<file path="src/design/jsu_pkg.sv">
package jsu_pkg;

   localparam int unsigned QUEUE_DEPTH = 4;
   localparam int unsigned MAX_RESULTS = 4;

   typedef enum logic [6:0] {
      MODE_IDLE  = 7'b0000001,
      MODE_PLAIN = 7'b0000010,
      MODE_ESC   = 7'b0000100,
      MODE_HEX1  = 7'b0001000,
      MODE_HEX2  = 7'b0010000,
      MODE_HEX3  = 7'b0100000,
      MODE_HEX4  = 7'b1000000
   } scan_mode_type;

   typedef enum logic [2:0] {
      ST_BYTE   = 3'd0,
      ST_DONE   = 3'd1,
      ST_CTRL   = 3'd2,
      ST_BADESC = 3'd3,
      ST_BADHEX = 3'd4,
      ST_UNTERM = 3'd5
   } status_type;

   typedef struct packed {
      logic [7:0] out_byte;
      status_type status;
   } result_type;

   // one request's worth of results, count is 1..MAX_RESULTS
   typedef struct packed {
      logic [2:0]                       count;
      result_type [MAX_RESULTS-1:0]     res;
   } run_type;

endpackage

</file>
<file path="src/design/jsu_front.sv">
module jsu_front (
   input  logic              clock,
   input  logic              reset,
   input  logic              req_valid,
   output logic              req_ready,
   input  logic [7:0]        req_char_byte,
   input  logic              req_starts_string,
   input  logic              req_ends_input,
   input  logic              push_ready,
   output logic              push_valid,
   output jsu_pkg::run_type  push_run
);

   localparam logic [7:0] CH_QUOTE = 8'h22;
   localparam logic [7:0] CH_BSL   = 8'h5C;
   localparam logic [7:0] CH_SLASH = 8'h2F;
   localparam logic [7:0] CH_B     = 8'h62;
   localparam logic [7:0] CH_F     = 8'h66;
   localparam logic [7:0] CH_N     = 8'h6E;
   localparam logic [7:0] CH_R     = 8'h72;
   localparam logic [7:0] CH_T     = 8'h74;
   localparam logic [7:0] CH_U     = 8'h75;

   jsu_pkg::scan_mode_type mode_ff, mode_in, mode_eff;
   logic [15:0]            hex_ff, hex_in, hex_eff, code;
   logic                   accept;
   logic [2:0]             n;
   logic                   digit_ok;
   logic [3:0]             digit;
   jsu_pkg::run_type       run;

   always_comb begin
      digit_ok = 1'b1;
      digit    = 4'd0;
      if (req_char_byte >= 8'h30 && req_char_byte <= 8'h39) begin
         digit = req_char_byte[3:0];
      end else if ((req_char_byte >= 8'h61 && req_char_byte <= 8'h66) ||
                   (req_char_byte >= 8'h41 && req_char_byte <= 8'h46)) begin
         digit = req_char_byte[3:0] + 4'd9;
      end else begin
         digit_ok = 1'b0;
      end
   end

   assign accept   = req_valid && req_ready;
   assign mode_eff = req_starts_string ? jsu_pkg::MODE_PLAIN : mode_ff;
   assign hex_eff  = req_starts_string ? 16'd0 : hex_ff;
   assign code     = {hex_eff[11:0], digit};

   always_comb begin
      run     = '0;
      n       = 3'd0;
      mode_in = mode_eff;
      hex_in  = hex_eff;
      unique case (mode_eff)
         jsu_pkg::MODE_PLAIN: begin
            if (req_char_byte == CH_QUOTE) begin
               run.res[0].status = jsu_pkg::ST_DONE;
               n       = 3'd1;
               mode_in = jsu_pkg::MODE_IDLE;
            end else if (req_char_byte == CH_BSL) begin
               mode_in = jsu_pkg::MODE_ESC;
            end else if (req_char_byte < 8'h20) begin
               run.res[0].status = jsu_pkg::ST_CTRL;
               n       = 3'd1;
               mode_in = jsu_pkg::MODE_IDLE;
            end else begin
               run.res[0].out_byte = req_char_byte;
               run.res[0].status   = jsu_pkg::ST_BYTE;
               n = 3'd1;
            end
         end
         jsu_pkg::MODE_ESC: begin
            n       = 3'd1;
            mode_in = jsu_pkg::MODE_PLAIN;
            run.res[0].status = jsu_pkg::ST_BYTE;
            unique case (req_char_byte)
               CH_QUOTE, CH_BSL, CH_SLASH: run.res[0].out_byte = req_char_byte;
               CH_B: run.res[0].out_byte = 8'h08;
               CH_F: run.res[0].out_byte = 8'h0C;
               CH_N: run.res[0].out_byte = 8'h0A;
               CH_R: run.res[0].out_byte = 8'h0D;
               CH_T: run.res[0].out_byte = 8'h09;
               CH_U: begin
                  n       = 3'd0;
                  hex_in  = 16'd0;
                  mode_in = jsu_pkg::MODE_HEX1;
               end
               default: begin
                  run.res[0].status = jsu_pkg::ST_BADESC;
                  mode_in = jsu_pkg::MODE_IDLE;
               end
            endcase
         end
         jsu_pkg::MODE_HEX1, jsu_pkg::MODE_HEX2, jsu_pkg::MODE_HEX3,
         jsu_pkg::MODE_HEX4: begin
            if (!digit_ok) begin
               run.res[0].status = jsu_pkg::ST_BADHEX;
               n       = 3'd1;
               mode_in = jsu_pkg::MODE_IDLE;
            end else begin
               hex_in = code;
               unique case (mode_eff)
                  jsu_pkg::MODE_HEX1: mode_in = jsu_pkg::MODE_HEX2;
                  jsu_pkg::MODE_HEX2: mode_in = jsu_pkg::MODE_HEX3;
                  jsu_pkg::MODE_HEX3: mode_in = jsu_pkg::MODE_HEX4;
                  default: begin
                     mode_in = jsu_pkg::MODE_PLAIN;
                     run.res[0].status = jsu_pkg::ST_BYTE;
                     run.res[1].status = jsu_pkg::ST_BYTE;
                     run.res[2].status = jsu_pkg::ST_BYTE;
                     if (code < 16'h0080) begin
                        run.res[0].out_byte = code[7:0];
                        n = 3'd1;
                     end else if (code < 16'h0800) begin
                        run.res[0].out_byte = 8'hC0 | {3'd0, code[10:6]};
                        run.res[1].out_byte = 8'h80 | {2'd0, code[5:0]};
                        n = 3'd2;
                     end else begin
                        run.res[0].out_byte = 8'hE0 | {4'd0, code[15:12]};
                        run.res[1].out_byte = 8'h80 | {2'd0, code[11:6]};
                        run.res[2].out_byte = 8'h80 | {2'd0, code[5:0]};
                        n = 3'd3;
                     end
                  end
               endcase
            end
         end
         default: begin
            mode_in = jsu_pkg::MODE_IDLE;
         end
      endcase
      if (mode_eff != jsu_pkg::MODE_IDLE && req_ends_input &&
          mode_in != jsu_pkg::MODE_IDLE) begin
         run.res[n[1:0]].out_byte = 8'd0;
         run.res[n[1:0]].status   = jsu_pkg::ST_UNTERM;
         n       = n + 3'd1;
         mode_in = jsu_pkg::MODE_IDLE;
      end
      run.count = n;
   end

   assign req_ready  = push_ready;
   assign push_valid = accept && (n != 3'd0);
   assign push_run   = run;

   always_ff @(posedge clock) begin
      if (reset) begin
         mode_ff <= jsu_pkg::MODE_IDLE;
         hex_ff  <= 16'd0;
      end else if (accept) begin
         mode_ff <= mode_in;
         hex_ff  <= hex_in;
      end
   end

endmodule

</file>
<file path="src/design/jsu_queue.sv">
module jsu_queue #(
   parameter int unsigned DEPTH = jsu_pkg::QUEUE_DEPTH
) (
   input  logic              clock,
   input  logic              reset,
   input  logic              push_valid,
   output logic              push_ready,
   input  jsu_pkg::run_type  push_run,
   output logic              pop_valid,
   input  logic              pop_ready,
   output jsu_pkg::run_type  pop_run
);

   localparam int unsigned PTR_W = (DEPTH > 1) ? $clog2(DEPTH) : 1;
   localparam int unsigned CNT_W = $clog2(DEPTH + 1);

   jsu_pkg::run_type   slots_ff [DEPTH];
   logic [PTR_W-1:0]   wr_ptr_ff, rd_ptr_ff;
   logic [CNT_W-1:0]   count_ff, count_in;
   logic               do_push, do_pop;

   assign push_ready = (count_ff != CNT_W'(DEPTH));
   assign pop_valid  = (count_ff != '0);
   assign pop_run    = slots_ff[rd_ptr_ff];
   assign do_push    = push_valid && push_ready;
   assign do_pop     = pop_valid && pop_ready;

   always_comb begin
      count_in = count_ff;
      if (do_push && !do_pop) begin
         count_in = count_ff + CNT_W'(1);
      end else if (do_pop && !do_push) begin
         count_in = count_ff - CNT_W'(1);
      end
   end

   always_ff @(posedge clock) begin
      if (do_push) begin
         slots_ff[wr_ptr_ff] <= push_run;
      end
   end

   always_ff @(posedge clock) begin
      if (reset) begin
         wr_ptr_ff <= '0;
         rd_ptr_ff <= '0;
         count_ff  <= '0;
      end else begin
         count_ff <= count_in;
         if (do_push) begin
            wr_ptr_ff <= (wr_ptr_ff == PTR_W'(DEPTH - 1)) ? '0 : wr_ptr_ff + PTR_W'(1);
         end
         if (do_pop) begin
            rd_ptr_ff <= (rd_ptr_ff == PTR_W'(DEPTH - 1)) ? '0 : rd_ptr_ff + PTR_W'(1);
         end
      end
   end

endmodule

</file>
<file path="src/design/jsu_back.sv">
module jsu_back (
   input  logic              clock,
   input  logic              reset,
   input  logic              pop_valid,
   output logic              pop_ready,
   input  jsu_pkg::run_type  pop_run,
   output logic              rsp_valid,
   input  logic              rsp_ready,
   output logic [7:0]        rsp_out_byte,
   output logic [2:0]        rsp_status,
   output logic              rsp_last_of_run
);

   jsu_pkg::run_type cur_ff;
   logic             valid_ff;
   logic [1:0]       idx_ff;
   logic             at_last, load;

   assign at_last   = ({1'b0, idx_ff} + 3'd1) == cur_ff.count;
   assign load      = !valid_ff || (rsp_ready && at_last);
   assign pop_ready = load;

   assign rsp_valid       = valid_ff;
   assign rsp_out_byte    = cur_ff.res[idx_ff].out_byte;
   assign rsp_status      = cur_ff.res[idx_ff].status;
   assign rsp_last_of_run = at_last;

   always_ff @(posedge clock) begin
      if (load && pop_valid) begin
         cur_ff <= pop_run;
      end
   end

   always_ff @(posedge clock) begin
      if (reset) begin
         valid_ff <= 1'b0;
         idx_ff   <= 2'd0;
      end else if (load) begin
         valid_ff <= pop_valid;
         idx_ff   <= 2'd0;
      end else if (rsp_ready) begin
         idx_ff <= idx_ff + 2'd1;
      end
   end

endmodule

</file>
<file path="src/design/json_string_unescape.sv">
// json_string_unescape: decodes a JSON string body, one character a request.
// Request channel: req_valid/req_ready with req_char_byte, req_starts_string
//   (first character after the opening quote) and req_ends_input (last
//   character available).
// Response channel: rsp_valid/rsp_ready with rsp_out_byte, rsp_status and
//   rsp_last_of_run. A request gives zero to four responses: decoded bytes
//   (up to three for a \u escape), then a done or error status.
// Throughput: one request per cycle, one response per cycle. The responses of
//   a request leave one after another on the response channel; the first
//   response of a request passes through a queue slot and then the back
//   end's run register before it is valid. The front decoder runs in
//   the request cycle and writes one run of results into a queue of
//   QUEUE_DEPTH runs; the back end drains one result per cycle.
// Stall: while rsp_ready is low, responses hold; requests keep being taken
//   until the queue is full, then req_ready drops.
// Reset: mode returns to idle (waiting for a string start), queue and
//   output empty.
module json_string_unescape #(
   parameter int unsigned QUEUE_DEPTH = jsu_pkg::QUEUE_DEPTH
) (
   input  logic        clock,
   input  logic        reset,
   input  logic        req_valid,
   output logic        req_ready,
   input  logic [7:0]  req_char_byte,
   input  logic        req_starts_string,
   input  logic        req_ends_input,
   output logic        rsp_valid,
   input  logic        rsp_ready,
   output logic [7:0]  rsp_out_byte,
   output logic [2:0]  rsp_status,
   output logic        rsp_last_of_run
);

   logic             push_valid, push_ready, pop_valid, pop_ready;
   jsu_pkg::run_type push_run, pop_run;

   jsu_front u_front (
      .clock             (clock),
      .reset             (reset),
      .req_valid         (req_valid),
      .req_ready         (req_ready),
      .req_char_byte     (req_char_byte),
      .req_starts_string (req_starts_string),
      .req_ends_input    (req_ends_input),
      .push_ready        (push_ready),
      .push_valid        (push_valid),
      .push_run          (push_run)
   );

   jsu_queue #(
      .DEPTH (QUEUE_DEPTH)
   ) u_queue (
      .clock      (clock),
      .reset      (reset),
      .push_valid (push_valid),
      .push_ready (push_ready),
      .push_run   (push_run),
      .pop_valid  (pop_valid),
      .pop_ready  (pop_ready),
      .pop_run    (pop_run)
   );

   jsu_back u_back (
      .clock           (clock),
      .reset           (reset),
      .pop_valid       (pop_valid),
      .pop_ready       (pop_ready),
      .pop_run         (pop_run),
      .rsp_valid       (rsp_valid),
      .rsp_ready       (rsp_ready),
      .rsp_out_byte    (rsp_out_byte),
      .rsp_status      (rsp_status),
      .rsp_last_of_run (rsp_last_of_run)
   );

endmodule

</file>
<file path="config.mk">
export PLATFORM = sky130hd
export DESIGN_NAME = json_string_unescape
export DESIGN_NICKNAME = d
export VERILOG_FILES = /design/src/design/jsu_pkg.sv /design/src/design/jsu_front.sv /design/src/design/jsu_queue.sv /design/src/design/jsu_back.sv /design/src/design/json_string_unescape.sv
export SDC_FILE = /design/constraint.sdc
export NUM_CORES = 1
export LEC_CHECK = 0
export ABC_AREA = 1
export BUFFER_PORTS_ARGS = -buffer_cell sky130_fd_sc_hd__buf_2
export CORE_MARGIN = 2
export CORE_UTILIZATION = 56
export DETAILED_ROUTE_END_ITERATION = 10
export PLACE_DENSITY = 0.76
export SLEW_MARGIN = 20
export SYNTH_ARGS = -nofsm -noshare
export SYNTH_HDL_FRONTEND = slang
export SYNTH_SLANG_ARGS = --single-unit
</file>
<file path="constraint.sdc">
create_clock -name clock -period 3.9 [get_ports clock]
set_clock_uncertainty 0.15 [all_clocks]
set_input_delay 0.195 -clock clock [delete_from_list [all_inputs] [get_ports clock]]
set_output_delay 0.195 -clock clock [all_outputs]
set_load 0.05 [all_outputs]
</file>
==> out/qor.json, run 1 <==
{
  "drt": {
    "routed-wl-met3_mm": 1.122,
    "ant_nets": 0,
    "wl_per_cell_microns": 17.05,
    "detail_route.wirelength.met1_mm": 7.758,
    "drt_iter0_markers": 614,
    "wl_met2_mm": 8.866,
    "route.top_layer_used": "met4",
    "wirelength_mm": 18.15,
    "vias": 6051,
    "detail_route.drc_violations": 0,
    "post_drt_via_cell_ratio": 5.682,
    "drt_pass1_iterations": 6
  },
  "global_route": {
    "via_count_of_the_first_global_routing_pass": 5706,
    "grt_pass1_wl_mm": 29.47,
    "grt-ovfl-total": 0,
    "grt_start_max_net_pins": 63,
    "track_usage_pct": 24.03,
    "antenna_found_initial": 0
  },
  "clock_network": {
    "h_tree_level_count": 4,
    "cts-buffers-inserted": 17,
    "tritoncts": "yes",
    "clockBufferDepth": 2,
    "clk_sinks": 179,
    "worstSkewPairLatency_ps": 430,
    "clk_pin_slew_ps": 60,
    "root_buffer": "clkbuf_16",
    "cts.repair_timing.setup_buffer_count": 0
  },
  "worst_setup_path": {
    "path_max_fanout": 24,
    "timing.critical_path.arrival_ps": 3800,
    "reg2reg_depth": 22,
    "start_kind": "primary input",
    "peak_per_stage_delay_on_the_critical_path_ps": 540,
    "critPathBufInv": 7,
    "critPathKind": "primary input to register",
    "path_length_in_cells_of_the_critical_path": 25,
    "crit_path_end_kind": "register",
    "worst-endpoint-required_ps": 4110,
    "critical_path.slowest_cell": "dlygate4sd3_1",
    "crit_family": "simple AND/OR/NAND/NOR gates"
  },
  "hold_path": {
    "timing.hold.worst.class": "primary input to register",
    "worstHoldPathCells": 5
  },
  "sta": {
    "post-route-period-util_pct": 92.01,
    "final-max-slew-violation-count": 0,
    "grt_setup_unrepaired": "false",
    "maxSlewHeadroom_pct": 38.28,
    "post-route-min-period_ps": 3588,
    "layout_setup_ws_ps": 311.6,
    "timing.final.setup_violations": 0,
    "worst_slew_pin_slew_ps": 924.7,
    "final-hold-violation-count": 0,
    "timing.fmax_mhz": 278.7
  },
  "synthesis": {
    "post_synth_inst_count": 838,
    "synth-compound-area-share_pct": 12.72,
    "synth.yosys.warnings": 0,
    "synth_nets": 868,
    "syn-mean-instance-area_sq_um": 10.01,
    "adder_and_majority_gate_portion_of_the_synthesized_area_pct": 2.476,
    "synth.mux.area_fraction_pct": 0,
    "ys_seq_area_share_pct": 60.61,
    "largest_family_of_logic_cells_by_synthesized_area": "simple AND/OR/NAND/NOR gates",
    "synth_flop_cell": "edfxtp_1",
    "synthXorXnorAreaFrac_pct": 0.6264,
    "syn-cell-area_sq_um": 8389,
    "synth_simple_gate_area_share_pct": 18.42,
    "asyncSetResetFlopFracSynth_pct": 0,
    "synthDistinctLibCells": 44,
    "register_bit_count_reported_by_yosys": 179,
    "synth-edff-count": 150
  },
  "outcome": {
    "status": "finished, final reports clean"
  },
  "layout": {
    "nets": 898,
    "num_antenna_cells": 0,
    "area.growth.synth_to_final_pct": 11.99,
    "filler_cell_count": 1180,
    "drive_above_1_share_pct": 14.30
  },
  "power_and_ir_drop": {
    "power_frac_seq_pct": 43.3,
    "vdd_drop_max_v": 0.0003091,
    "pwr-share-comb_pct": 30.5,
    "power_switching_mw": 2.161,
    "intPower_mw": 3.894,
    "power.share.clock_pct": 26.2,
    "power_density_of_the_placed_cells_nw_per_um2": 644.5,
    "p_sw_share_pct": 35.69,
    "power_mw": 6.055,
    "power.leakage_nw": 3.550
  },
  "place": {
    "post_placement_worst_setup_slack_ps": 237.6,
    "finalWeightedCongestion": 0.9622,
    "port-buffer-count": 27,
    "hpwl_mm": 12.19
  },
  "floorplan": {
    "initial_core_util_pct": 57.50,
    "core_sq_um": 14590,
    "num_rows": 44,
    "die_x_microns": 126.4,
    "die_h_microns": 126.4,
    "design.die.area_sq_um": 15980,
    "num_io_pins": 28
  },
  "job": {
    "maxCapViolCount": 0
  }
}
-- metrics by stage --
step / utilization (%) / hold slack, ps / instance area [sq um] / std cells / TNS [ps]
after floorplan: - / 191.0 / 8402 / 838 / -3319
after global placement: 60.26 / 303.6 / 8791 / 1030 / 0
after detailed placement: 60.26 / 312.8 / 8791 / 1030 / 0
after CTS: 64.20 / 93.95 / 9366 / 1065 / 0
after global routing: 64.40 / 170.8 / 9395 / 1065 / 0
final: 64.40 / 118.9 / 9395 / 1065 / 0
-- registers in the layout (all words and copies together) (netlist names) --
name and count:
u_queue.wr_ptr_ff 2, u_back.cur_ff 30, u_queue.count_ff 3, u_back.rsp_valid 1
u_front.mode_ff 7, u_back.idx_ff 2, u_queue.rd_ptr_ff 2, u_queue.slots_ff 120
u_front.hex_ff 12
-- power groups by stage --
| stage | clock network [mW] | logic (mW) | registers [mW] |
|---|---|---|---|
| after floorplan | 0 | 1.36 | 2.64 |
| after global routing | 1.69 | 2.05 | 2.65 |
| final | 1.59 | 1.85 | 2.62 |
| after global placement | 0 | 1.80 | 2.66 |
| after CTS | 1.61 | 1.85 | 2.63 |
| after detailed placement | 0 | 1.82 | 2.66 |
-- Yosys cell counts (3+ instances only) --
| master | number | share of area, % |
|---|---|---|
| nor2_4 | 7 | 0.94 |
| xor2_1 | 5 | 0.52 |
| o21ai_0 | 86 | 5.1 |
| o211ai_1 | 9 | 0.81 |
| o22ai_1 | 33 | 2.5 |
| a21oi_1 | 37 | 2.2 |
| a31oi_1 | 8 | 0.60 |
| nor3_1 | 7 | 0.42 |
| dfxtp_1 | 29 | 6.9 |
| or2_2 | 3 | 0.22 |
| nand2_1 | 123 | 5.5 |
| nand3_1 | 35 | 2.1 |
| clkbuf_1 | 26 | 1.2 |
| nand3_2 | 3 | 0.36 |
| nor2_2 | 6 | 0.45 |
| nand4_1 | 5 | 0.37 |
| a22oi_1 | 3 | 0.27 |
| buf_2 | 3 | 0.18 |
| edfxtp_1 | 150 | 54 |
| inv_2 | 4 | 0.18 |
| inv_1 | 70 | 3.1 |
| nand2_2 | 14 | 1.0 |
| nor2_1 | 129 | 5.8 |
| a221oi_1 | 3 | 0.31 |
| ha_1 | 15 | 2.2 |
-- metal layers --
layer  vias up  GRT usage, %
met3        32         5.314
met4         0         9.179
li1       2976             -
met5         -             0
met2       216         37.97
met1      2827         32.84
-- worst register-to-register path, stage by stage (launching register included) --
cell and delay, ps:
dfxtp_1 330, or2_2 290, nor2_1 190, nand2_2 120, nand4_4 130, nand2_2 110, nand2_2 130, inv_1 80
ha_1 280, inv_1 30, nand4_1 70, nand2_1 110, nand3_4 120, nand2_2 110, inv_1 70, ha_1 140
inv_1 70, fa_1 440, nor2_1 120, nor2_1 40, nand2_1 70, o21ai_0 70, a21oi_1 130
-- kinds of logic after synthesis --
family | Yosys count
fa+ha+maj | 16
buf+inv | 109
simple gates | 340
compound gates | 188
xor+xnor | 6
flops | 179
-- cells in the final DEF, fill, tap and decap left out, types with 6 or more instances in the layout --
| cell | count |
|---|---|
| buf_4 | 12 |
| buf_2 | 26 |
| clkbuf_16 | 17 |
| nor2_1 | 124 |
| ha_1 | 15 |
| edfxtp_1 | 150 |
| a31oi_1 | 8 |
| a21oi_1 | 37 |
| nor2_2 | 10 |
| o22ai_1 | 33 |
| nor2_4 | 8 |
| nor3_1 | 6 |
| nand2_1 | 120 |
| nand3_1 | 35 |
| inv_1 | 70 |
| nand2_2 | 16 |
| dfxtp_1 | 28 |
| o21ai_0 | 86 |
| o211ai_1 | 9 |
-- final cells by class --
| class | instances | area (sq um) | area share, % |
|---|---|---|---|
| flip-flops and latches | 179 | 5086 | 54.14 |
| multi-input cells | 550 | 2917 | 31.04 |
| clock buffers | 20 | 436.7 | 4.648 |
| repair buffers | 45 | 330.3 | 3.516 |
| inverters | 75 | 286.5 | 3.050 |
| well taps | 184 | 230.2 | 2.450 |
| clock inverters | 12 | 108.9 | 1.159 |
-- path summary, 6_finish.rpt --
kind                                          from                   to  slack [ps]
worst max register to register  u_front.mode_ff[4]  u_queue.count_ff[2]         450
worst min register to register  u_front.mode_ff[1]   u_front.mode_ff[1]         320
worst max-delay path             req_starts_string  u_queue.count_ff[2]         310
worst min-delay path              req_char_byte[2]   u_front.mode_ff[3]         120
-- timing repair --
item / 4_1_cts / 5_1_grt
resized for setup: 0 / 9
hold buffers: 3 / 0
endpoints found under the hold margin: 9 / 0
endpoints found under the setup margin: 0 / 2
(Power assumes the default switching activity.)
==> run 2, diff against run 1 <==
--- a/config.mk
+++ b/config.mk
@@ -12,4 +12,5 @@
 export DETAILED_ROUTE_END_ITERATION = 10
 export PLACE_DENSITY = 0.76
+export SKIP_CTS_REPAIR_TIMING = 1
 export SLEW_MARGIN = 20
 export SYNTH_ARGS = -nofsm -noshare
==> constraint.sdc (replaced) <==
create_clock -name clock -period 3.9 [get_ports clock]
set_clock_uncertainty 0.15 [all_clocks]
set_input_delay 0.78 -clock clock [delete_from_list [all_inputs] [get_ports clock]]
set_output_delay 0.78 -clock clock [all_outputs]
set_load 0.05 [all_outputs]
==> out/qor.json, run 2 (same netlist as run 1, synthesis figures left out) <==
{
  "place": {
    "port-buffer-count": {"value": 27, "change": "unchanged"},
    "finalWeightedCongestion": {"value": 0.9550, "change": "-0.75%"},
    "hpwl": {"value": 12.30, "unit": "mm", "change": "+0.93%"},
    "placed_cells": {"value": 1059, "change": "+2.8%"},
    "post_placement_worst_setup_slack": {"value": -41.98, "unit": "ps", "change": "-279.6 ps"}
  },
  "clock_network": {
    "worstSkewPairLatency": {"value": 430, "unit": "ps", "change": "about the same"},
    "cts-buffers-inserted": {"value": 17, "change": "unchanged"},
    "clk_sinks": {"value": 179, "change": "unchanged"},
    "clockBufferDepth": {"value": 2, "change": "unchanged"},
    "tritoncts": "yes",
    "clk_pin_slew": {"value": 60, "unit": "ps", "change": "about the same"},
    "h_tree_level_count": {"value": 4, "change": "unchanged"},
    "root_buffer": "clkbuf_16"
  },
  "sta": {
    "grt_setup_unrepaired": "false",
    "maxSlewHeadroom": {"value": 36.78, "unit": "%", "change": "-1.5 points"},
    "final-max-slew-violation-count": {"value": 0, "change": "unchanged"},
    "timing.final.setup_violations": {"value": 0, "change": "unchanged"},
    "final-hold-violation-count": {"value": 0, "change": "unchanged"},
    "fin_hold_ws": {"value": 315.6, "unit": "ps", "change": "+196.7 ps"},
    "tns": {"value": 0, "unit": "ps", "change": "unchanged"},
    "post-route-period-util": {"value": 90.12, "unit": "%", "change": "-1.9 points"},
    "layout_setup_ws": {"value": 385.3, "unit": "ps", "change": "+73.74 ps"},
    "timing.fmax": {"value": 284.5, "unit": "MHz", "change": "+2.1%"},
    "post-route-min-period": {"value": 3515, "unit": "ps", "change": "-73.74 ps"},
    "worst_slew_pin_slew": {"value": 947.3, "unit": "ps", "change": "+22.56 ps"}
  },
  "global_route": {
    "track_usage": {"value": 23.95, "unit": "%", "change": "-0.082 points"},
    "grt_start_max_net_pins": {"value": 63, "change": "unchanged"},
    "grt_pass1_wl": {"value": 29.73, "unit": "mm", "change": "+0.87%"},
    "via_count_of_the_first_global_routing_pass": {"value": 5880, "change": "+3.0%"},
    "antenna_found_initial": {"value": 0, "change": "unchanged"},
    "grt-ovfl-total": {"value": 0, "change": "unchanged"}
  },
  "floorplan": {
    "initial_core_util": {"value": 57.50, "unit": "%", "change": "unchanged"},
    "design.die.area": {"value": 15980, "unit": "sq um", "change": "unchanged"},
    "core": {"value": 14590, "unit": "sq um", "change": "unchanged"},
    "num_rows": {"value": 44, "change": "unchanged"},
    "die_x": {"value": 126.4, "unit": "microns", "change": "unchanged"},
    "die_h": {"value": 126.4, "unit": "microns", "change": "unchanged"},
    "num_io_pins": {"value": 28, "change": "unchanged"}
  },
  "drt": {
    "vias": {"value": 6130, "change": "+1.3%"},
    "detail_route.drc_violations": {"value": 0, "change": "unchanged"},
    "wirelength": {"value": 18.20, "unit": "mm", "change": "+0.26%"},
    "post_drt_via_cell_ratio": {"value": 5.619, "change": "-1.1%"},
    "ant_nets": {"value": 0, "change": "unchanged"},
    "wl_per_cell": {"value": 16.68, "unit": "microns", "change": "-2.1%"},
    "drt_pass1_iterations": {"value": 5, "change": "-1"},
    "drt_iter0_markers": {"value": 625, "change": "+1.8%"}
  },
  "power_and_ir_drop": {
    "power.leakage": {"value": 3.689, "unit": "nW", "change": "+3.9%"},
    "vdd_drop_max": {"value": 0.0002692, "unit": "V", "change": "-13%"},
    "power_density_of_the_placed_cells": {"value": 645.0, "unit": "nW/um^2", "change": "about the same"}
  },
  "layout": {
    "final_core_utilization": {"value": 65.75, "unit": "%", "change": "+1.4 points"},
    "drive_above_1_share": {"value": 17.09, "unit": "%", "change": "+2.8 points"},
    "largest_reg_flops": {"value": 120, "change": "unchanged"},
    "area.growth.synth_to_final_pct": 14.35,
    "reg.largest.list": "u_queue.slots_ff (120), u_back.cur_ff (30), u_front.hex_ff (12)",
    "filler_cell_count": {"value": 1111, "change": "-5.8%"},
    "num_antenna_cells": {"value": 0, "change": "unchanged"},
    "nets": {"value": 924, "change": "+2.9%"},
    "most_common_cell_after_layout_fill_and_taps_aside": "edfxtp_1",
    "fin_cells": {"value": 1091, "change": "+2.4%"},
    "register_with_the_most_flip_flops": "u_queue.slots_ff",
    "layout_common_cells": "edfxtp_1 (150), nor2_1 (123), nand2_1 (123)"
  },
  "hold_path": {
    "worstHoldPathCells": {"value": 2, "change": "-3"},
    "timing.hold.worst.class": "register to register"
  },
  "worst_setup_path": {
    "worst-endpoint-required": {"value": 4110, "unit": "ps", "change": "about the same"},
    "timing.critical_path.arrival": {"value": 3730, "unit": "ps", "change": "-70 ps"},
    "reg2reg_depth": {"value": 22, "change": "unchanged"},
    "start_kind": "primary input",
    "peak_per_stage_delay_on_the_critical_path": {"value": 450, "unit": "ps", "change": "-90 ps"},
    "timing.critical_path.cells": "buf_2 -> inv_2 -> nand3_4 -> nor2_4 -> nand2_4 -> nor2_2 -> inv_2 -> nor2_4 -> inv_1 -> ha_1 -> inv_1 -> nand4_1 -> nand2_1 -> nand3_4 -> nand2_2 -> inv_1 -> ha_1 -> inv_1 -> fa_1 -> nor2_1 -> nor2_1 -> nand2_1 -> o21ai_0 -> a21oi_1",
    "crit_top_cell": "inv_1",
    "path_max_fanout": {"value": 20, "change": "-17%"},
    "crit_path_end_kind": "register",
    "critical_path.slowest_cell": "fa_1",
    "critPathKind": "primary input to register"
  },
  "outcome": {
    "status": "finished, final reports clean"
  },
  "job": {
    "maxCapViolCount": {"value": 0, "change": "unchanged"}
  }
}
## run 2: changes by cell type in the layout (fill, tap and decap cells not counted), moves of 2 or more
cell,before,now
dlygate4sd3_1,3,0
nand2_1,120,123
nand2_2,16,14
clkinv_4,1,4
buf_4,12,40
clkbuf_1,3,1
## run 2: path summary, 6_finish.rpt
path                 startpoint                   to  slack [ps]
min          u_front.mode_ff[1]   u_front.mode_ff[1]         320
max reg2reg  u_front.mode_ff[4]  u_queue.count_ff[2]         670
min reg2reg  u_front.mode_ff[1]   u_front.mode_ff[1]         320
max           req_starts_string  u_queue.count_ff[2]         390
## run 2: final cells by class
type	count	area [sq um]	share of cell area, %
sequential	179	5086	53.02
multi-input combinational	550	2898	30.21
timing repair buffer	71	515.5	5.374
clock buffer	18	429.2	4.474
inverter	75	281.5	2.935
tap	184	230.2	2.400
clock inverter	14	152.6	1.591
## run 2: stage by stage
stage / power, mW / area (sq um)
after floorplan: 3.997 / 8414
after global placement: 4.502 / 9011
after detailed placement: 4.553 / 9011
after CTS: 6.206 / 9593
after global routing: 6.521 / 9593
final: 6.187 / 9593
## run 2: worst max-delay path: cells and delay by family
family	cells	cell delay, ps
AO/OA/AOI/OAI	2	210
adder cells (fa/ha/maj)	3	840
buffers and inverters	7	650
AND/OR/NAND/NOR	12	1230
## run 2: per-layer routing
metal,up-vias,part of all wire (%),track usage [%]
met5,-,0,0
met4,0,2.2,8.339
met3,32,6.1,4.344
met1,2877,43,32.41
met2,194,49,39.29
li1,3027,-,-
## run 2: report_power, final
part	switching (mW)	total [mW]	internal, mW
clock	0.722	1.67	0.951
sequential	0.103	2.61	2.50
combinational	1.37	1.91	0.538
total	2.20	6.19	3.99
